==> src/hdl/fdr_pkg.sv <==
// Shared widths, stage bus types and constants for the dielectric reflectance block.
// No dependencies.
package fdr_pkg;

    localparam int unsigned CosW     = 16;
    localparam int unsigned IdxW     = 16;
    localparam int unsigned ProdW    = CosW + IdxW;
    localparam int unsigned DenW     = ProdW + 1;
    localparam int unsigned RemW     = DenW + 1;
    localparam int unsigned FracBits = 15;
    localparam int unsigned QuoW     = FracBits + 1;
    localparam int unsigned NumCells = QuoW;
    localparam int unsigned SqW      = 2 * QuoW;
    localparam int unsigned ReflW    = 16;

    localparam logic [ReflW-1:0] ONE_Q15 = ReflW'(1 << FracBits);

    // One amplitude ratio in flight through the divider row.
    typedef struct packed {
        logic [RemW-1:0] rem;
        logic [DenW-1:0] den;
        logic [QuoW-1:0] quo;
    } t_div;

    typedef struct packed {
        logic valid;
        logic degen;
    } t_ctl;

    typedef struct packed {
        t_ctl ctl;
        t_div par;
        t_div perp;
    } t_cell_bus;

endpackage

==> src/hdl/fdr_front.sv <==
// Front end: four cosine-index products, then denominators, difference magnitudes
// and the zero-denominator flag. Two register stages. Depends on fdr_pkg.
module fdr_front (
    input  logic                   i_clk,
    input  logic                   i_rst_n,
    input  logic                   i_en,
    input  logic                   i_valid,
    input  logic [fdr_pkg::CosW-1:0] i_cos_incident,
    input  logic [fdr_pkg::CosW-1:0] i_cos_transmitted,
    input  logic [fdr_pkg::IdxW-1:0] i_index_incident,
    input  logic [fdr_pkg::IdxW-1:0] i_index_transmitted,
    output fdr_pkg::t_cell_bus     o_bus
);
    import fdr_pkg::*;

    logic [ProdW-1:0] r_p, r_q, r_s, r_t;
    logic             r_prod_valid;
    t_cell_bus        r_bus;
    t_cell_bus        n_bus;

    logic [DenW-1:0]  sum_par, sum_perp;
    logic [ProdW-1:0] diff_par, diff_perp;

    always_ff @(posedge i_clk) begin
        if (!i_rst_n) begin
            r_prod_valid <= 1'b0;
        end else if (i_en) begin
            r_prod_valid <= i_valid;
        end
    end

    always_ff @(posedge i_clk) begin
        if (i_en) begin
            r_p <= ProdW'(i_index_transmitted) * ProdW'(i_cos_incident);
            r_q <= ProdW'(i_index_incident) * ProdW'(i_cos_transmitted);
            r_s <= ProdW'(i_index_incident) * ProdW'(i_cos_incident);
            r_t <= ProdW'(i_index_transmitted) * ProdW'(i_cos_transmitted);
        end
    end

    always_comb begin
        sum_par   = DenW'(r_p) + DenW'(r_q);
        sum_perp  = DenW'(r_s) + DenW'(r_t);
        // Sign drops out once the ratio is squared: keep the magnitude only.
        diff_par  = (r_p >= r_q) ? (r_p - r_q) : (r_q - r_p);
        diff_perp = (r_s >= r_t) ? (r_s - r_t) : (r_t - r_s);

        n_bus.ctl.valid = r_prod_valid;
        n_bus.ctl.degen = (sum_par == '0) || (sum_perp == '0);
        n_bus.par.rem   = RemW'(diff_par);
        n_bus.par.den   = sum_par;
        n_bus.par.quo   = '0;
        n_bus.perp.rem  = RemW'(diff_perp);
        n_bus.perp.den  = sum_perp;
        n_bus.perp.quo  = '0;
    end

    // Reset clears the valid bit only; payload holds.
    always_ff @(posedge i_clk) begin
        if (!i_rst_n) begin
            r_bus.ctl.valid <= 1'b0;
        end else if (i_en) begin
            r_bus <= n_bus;
        end
    end

    assign o_bus = r_bus;

endmodule

==> config.mk <==
export PLATFORM = sky130hd
export DESIGN_NAME = fdr_front
export DESIGN_NICKNAME = d
export VERILOG_FILES = /design/src/hdl/fdr_pkg.sv /design/src/hdl/fdr_front.sv
export SDC_FILE = /design/constraint.sdc
export NUM_CORES = 2
export LEC_CHECK = 0
export BUFFER_PORTS_ARGS = -buffer_cell sky130_fd_sc_hd__buf_2
export CAP_MARGIN = 20
export CORE_MARGIN = 5
export CORE_UTILIZATION = 70
export CTS_CLUSTER_DIAMETER = 60
export DETAILED_ROUTE_END_ITERATION = 6
export GPL_TIMING_DRIVEN = 0
export PLACE_DENSITY = 0.95
export SYNTH_ARGS = -nofsm -noshare
export SYNTH_HDL_FRONTEND = slang
export SYNTH_SLANG_ARGS = --single-unit
export TNS_END_PERCENT = 1
==> constraint.sdc <==
create_clock -name i_clk -period 20.8 [get_ports i_clk]
set_input_delay 3.12 -clock i_clk [delete_from_list [all_inputs] [get_ports i_clk]]
set_output_delay 3.12 -clock i_clk [all_outputs]
set_load 0.01 [all_outputs]
Word-level counts from Yosys, hierarchy flattened
Index checks and enable logic that the tools add are counted.
- flip-flop bits (word level): 261
- input bits: 68
- output and inout port bits: 168
- logic and storage cells: 29
- add/sub/neg operators: 6
- multipliers: 4
- magnitude comparators: 2
- muxes and demuxes: 2
- reduce and logical (&&, ||, !) cells: 4
- operator list (cell ; count):
    16-bit by 16-bit multiplier with 32-bit output ; 4
    32-bit subtractor ; 4
    32-bit by 32-bit adder with 33-bit output ; 2
    33-bit logical NOT ; 2
    32-bit >= comparator ; 2
    32-bit 2-to-1 mux ; 2
    2-bit AND reduction ; 1
    1-bit logical OR ; 1

Depth between registers and ports, before layout
- word-level depth: 3
- mapped depth: 27

Least setup slack after synthesis
OpenSTA, ideal clock, no wires.
- path type: in2reg
- start: input i_cos_transmitted[1] in the netlist's numbering
- end: register r_t[29] (data pin)
- library setup time: 259 ps
- arrival: 9341 ps
- required time: 20541 ps
- slack: 11200 ps
- stages: 25
- cells stage by stage: clkbuf_1 -> nand2_1 -> fa_1 -> fa_1 -> fa_1 -> fa_1 -> inv_1 -> fa_1 -> inv_1 -> fa_1 -> inv_1 -> ha_1 -> and3_1 -> a21boi_0 -> a41o_1 -> o41ai_1 -> a2bb2oi_1 -> o21a_1 -> o21bai_1 -> a21o_1 -> a21o_1 -> a21oi_1 -> o211ai_1 -> a21oi_1 -> xnor2_1
- cells in the longest elaborated chain, start to end: 1
- ends and longest elaborated chain (element ; line ; text):
    from (decl) ; fdr_front.sv:9 ; input logic [fdr_pkg::CosW-1:0] i_cos_transmitted,
    16-bit by 16-bit multiplier with 32-bit output ; fdr_front.sv:37 ; r_t <= ProdW'(i_index_transmitted) * ProdW'(i_cos_transmitted);
    to (signal assigned) ; fdr_front.sv:37 ;
    to (decl) ; fdr_front.sv:16 ; logic [ProdW-1:0] r_p, r_q, r_s, r_t;
Every way passes these cells.
A chain may end at the register's enable or synchronous reset.

Worst setup path after layout
- start: input i_index_transmitted[9] in the netlist's numbering
- end: register r_t[29] (data pin)
- cells in the longest elaborated chain, start to end: 1
- ends and longest elaborated chain (element ; line ; text):
    from (decl) ; fdr_front.sv:11 ; input logic [fdr_pkg::IdxW-1:0] i_index_transmitted,
    16-bit by 16-bit multiplier with 32-bit output ; fdr_front.sv:37 ;
Every way passes these cells.

==> impl_metrics.ini <==
[detailed_routing]
drc = 5
viasPerCell = 6.25
drt_iter0_drc = 5737
final_antenna_net_count = 0
routedWlPerCell_um = 24.6
vias = 42778
drt-pass1-iter-count = 7
drt-total-wl_mm = 169

[timing]
report.final.slew_viol_count = 0
fin_setup_tns_ns = 0
slew_headroom_pct = 11.8
setup-violations-final = 0
hold_viol_final = 0
fin_crit_ns = 10.74
fin_skew_ns = 0.0377
worst_pin_slew_ns = 1.29
rsz0062_at_grt = no
fin_crit_sh_pct = 51.6
fmax_mhz = 93.1
fin_ws_ns = 10.06

[cells_and_area]
final_common_cell = inv_1
final_cell_mix = inv_1, fa_1, nand2_1
area_delta_synth_final_pct = 7.11
final_layout_size_suffix_gt1_share_pct = 5.69
fillers = 5099
fin_nets = 7300

[critical_path]
worstSetupEndpointType = register
cp.required_ns = 21.09
critPathMaxFanout = 10
crit_arrival_ns = 11.03
setup.worst_path.start_class = input port
crit_type = input port to register

[cts]
cts_tree = done
ctsResizeCount = 0
cts_buffers = 35
h-tree-depth = 2
clock-sinks = 259
clock-root-buffer = clkbuf_16
post-cts-setup-buffer-count = 0
path_clk_slew_ns = 0.05
holdBufCountCts = 0
clkLatencyLatePin_ns = 0.56
clockBufferDepth = 3

[floorplan]
die_w_um = 280
die-area_um2 = 78200
core.rowCount = 98
core_um2 = 71900
start_util_pct = 70.9
die_h_um = 280
boundaryPins = 236

[min_path]
hp-class = register to register

[placement]
dp_hpwl_mm = 137
pre_cts_ws_ns = 9.70
gp_congestion = 1.09
numPortBuffers = 199

[outcome]
status = finished, violations left
violations = design-rule violations

[global_route]
grt.met2_usage_pct = 62.9
grt_max_degree = 86
gr-usage-met1_pct = 55.3
grt.busiest_layer = met2
grt_pass1_vias = 44046
grt_pass1_wl_mm = 255
antenna_found_initial = 26
met3_usage_pct = 16.6
grt_usage_pct = 42.8
grt-ovfl-total = 0

[synth]
syn_area_per_cell_um2 = 9.14
async_reset_ff_share_pct = 0
syn-cell-area_um2 = 50900
yosysSeqAreaShare_pct = 15.2
synthDistinctLibCells = 82
ys.warnings.count = 0
ys_seq_elements = 259
synth_edf_count = 257
syn_inst = 5567
synth_top_flop_cell = edfxtp_1

[run]
timing.max_cap.violations = 0
critical path: stages:
cell	delay, ns
buf_2	0.15
clkbuf_1	0.86
nand2_1	0.19
fa_1	0.54
fa_1	0.59
fa_1	0.46
fa_1	0.57
inv_1	0.05
fa_1	0.47
inv_1	0.05
fa_1	0.48
inv_1	0.05
ha_1	0.37
and3_1	0.24
a21boi_0	0.13
a41o_1	0.24
o41ai_1	0.73
a2bb2oi_1	0.37
o21a_1	0.21
o21bai_1	0.07
a21o_1	0.21
a21o_1	0.18
a21oi_1	0.28
o211ai_1	0.13
a21oi_1	0.19
xnor2_1	0.10
final timing paths:
kind / from / endpoint / slack, ns / cells after the start
worst max register to register: r_t[3] / o_bus[79] / 14.89 / 14
worst max-delay path: i_index_transmitted[9] / r_t[29] / 10.06 / 26
worst min-delay path: r_prod_valid / r_prod_valid / 0.53 / 2
worst min register to register: r_prod_valid / r_prod_valid / 0.53 / 2
cell type report:
| cell class | instances | area (µm²) | area share [%] |
|---|---|---|---|
| Sequential cell | 259 | 7760 | 14.2 |
| Inverter | 1085 | 4070 | 7.47 |
| Clock inverter | 20 | 214 | 0.392 |
| Tap cell | 950 | 1190 | 2.18 |
| Clock buffer | 38 | 887 | 1.63 |
| Buffer | 298 | 1290 | 2.37 |
| Antenna cell | 33 | 82.6 | 0.151 |
| Multi-Input combinational cell | 3960 | 37900 | 69.6 |
| Timing Repair Buffer | 205 | 1110 | 2.04 |
through the flow:
step | hold slack (ns) | cells | utilization [%] | cell area, µm²
finish | 0.532 | 6848 | 75.9 | 54500
floorplan | 0.482 | 5602 | - | 51000
CTS | 0.532 | 6813 | 75.7 | 54400
global route | 0.598 | 6824 | 75.8 | 54500
detailed placement | 0.520 | 6755 | 74.2 | 53300
global placement | 0.497 | 6751 | 74.1 | 53200
routing by layer:
layer / vias to the layer above / wire, µm
met5: - / 57
met4: 10 / 11200
met3: 769 / 26900
met2: 3205 / 71600
met1: 20860 / 58900
li1: 17934 / -
cell families (layout without fill, tap and decap cells):
family | count (synthesis) | after routing | synth area share, %
compound gates | 729 | 729 | 9.23
flops | 259 | 259 | 15.2
xor+xnor | 223 | 223 | 3.84
buf+inv | 1383 | 1646 | 10.5
other cells | 1 | 69 | 0.00737
simple gates | 1561 | 1561 | 15.0
mux | 23 | 23 | 0.460
fa+ha+maj | 1388 | 1388 | 45.6
sequential cells by signal, summed over array words and instances, names as in the netlist:
| register | cells |
|---|---|
| o_bus | 130 |
| r_s | 32 |
| r_p | 32 |
| r_prod_valid | 1 |
| r_q | 32 |
| r_t | 32 |
cell usage after synthesis, types with 5 or more instances:
master,instances,share of area [%]
a21o_1,85,1.3
o21a_1,26,0.38
o21bai_1,60,0.88
and3_1,18,0.22
ha_1,606,15
buf_2,6,0.059
a2111oi_0,8,0.14
o31a_1,8,0.14
o21ai_0,111,1.1
xnor2_1,168,2.9
a21oi_1,263,2.6
a311oi_1,5,0.086
nor2b_1,42,0.52
nor4_1,13,0.16
inv_1,1080,8.0
fa_1,782,31
nand3b_1,6,0.088
or4_1,10,0.15
nand2_1,645,4.8
xor2_1,55,0.95
a221oi_1,16,0.28
o211ai_1,18,0.27
and2_1,483,5.9
or2_2,8,0.098
nor2_1,185,1.4
a31oi_1,28,0.34
nor3_1,40,0.39
a211oi_1,21,0.31
or3_1,14,0.17
nand3_1,32,0.31
a21boi_0,7,0.10
edfxtp_1,257,15
o31ai_1,17,0.25
a41o_1,7,0.14
nand4_1,11,0.14
mux2i_1,20,0.39
clkbuf_1,247,1.8
nand2b_1,36,0.44
buf_4,38,0.56
Power is not shown: default switching activity piles up to over one toggle a cycle in this logic, so the estimate is an artifact.
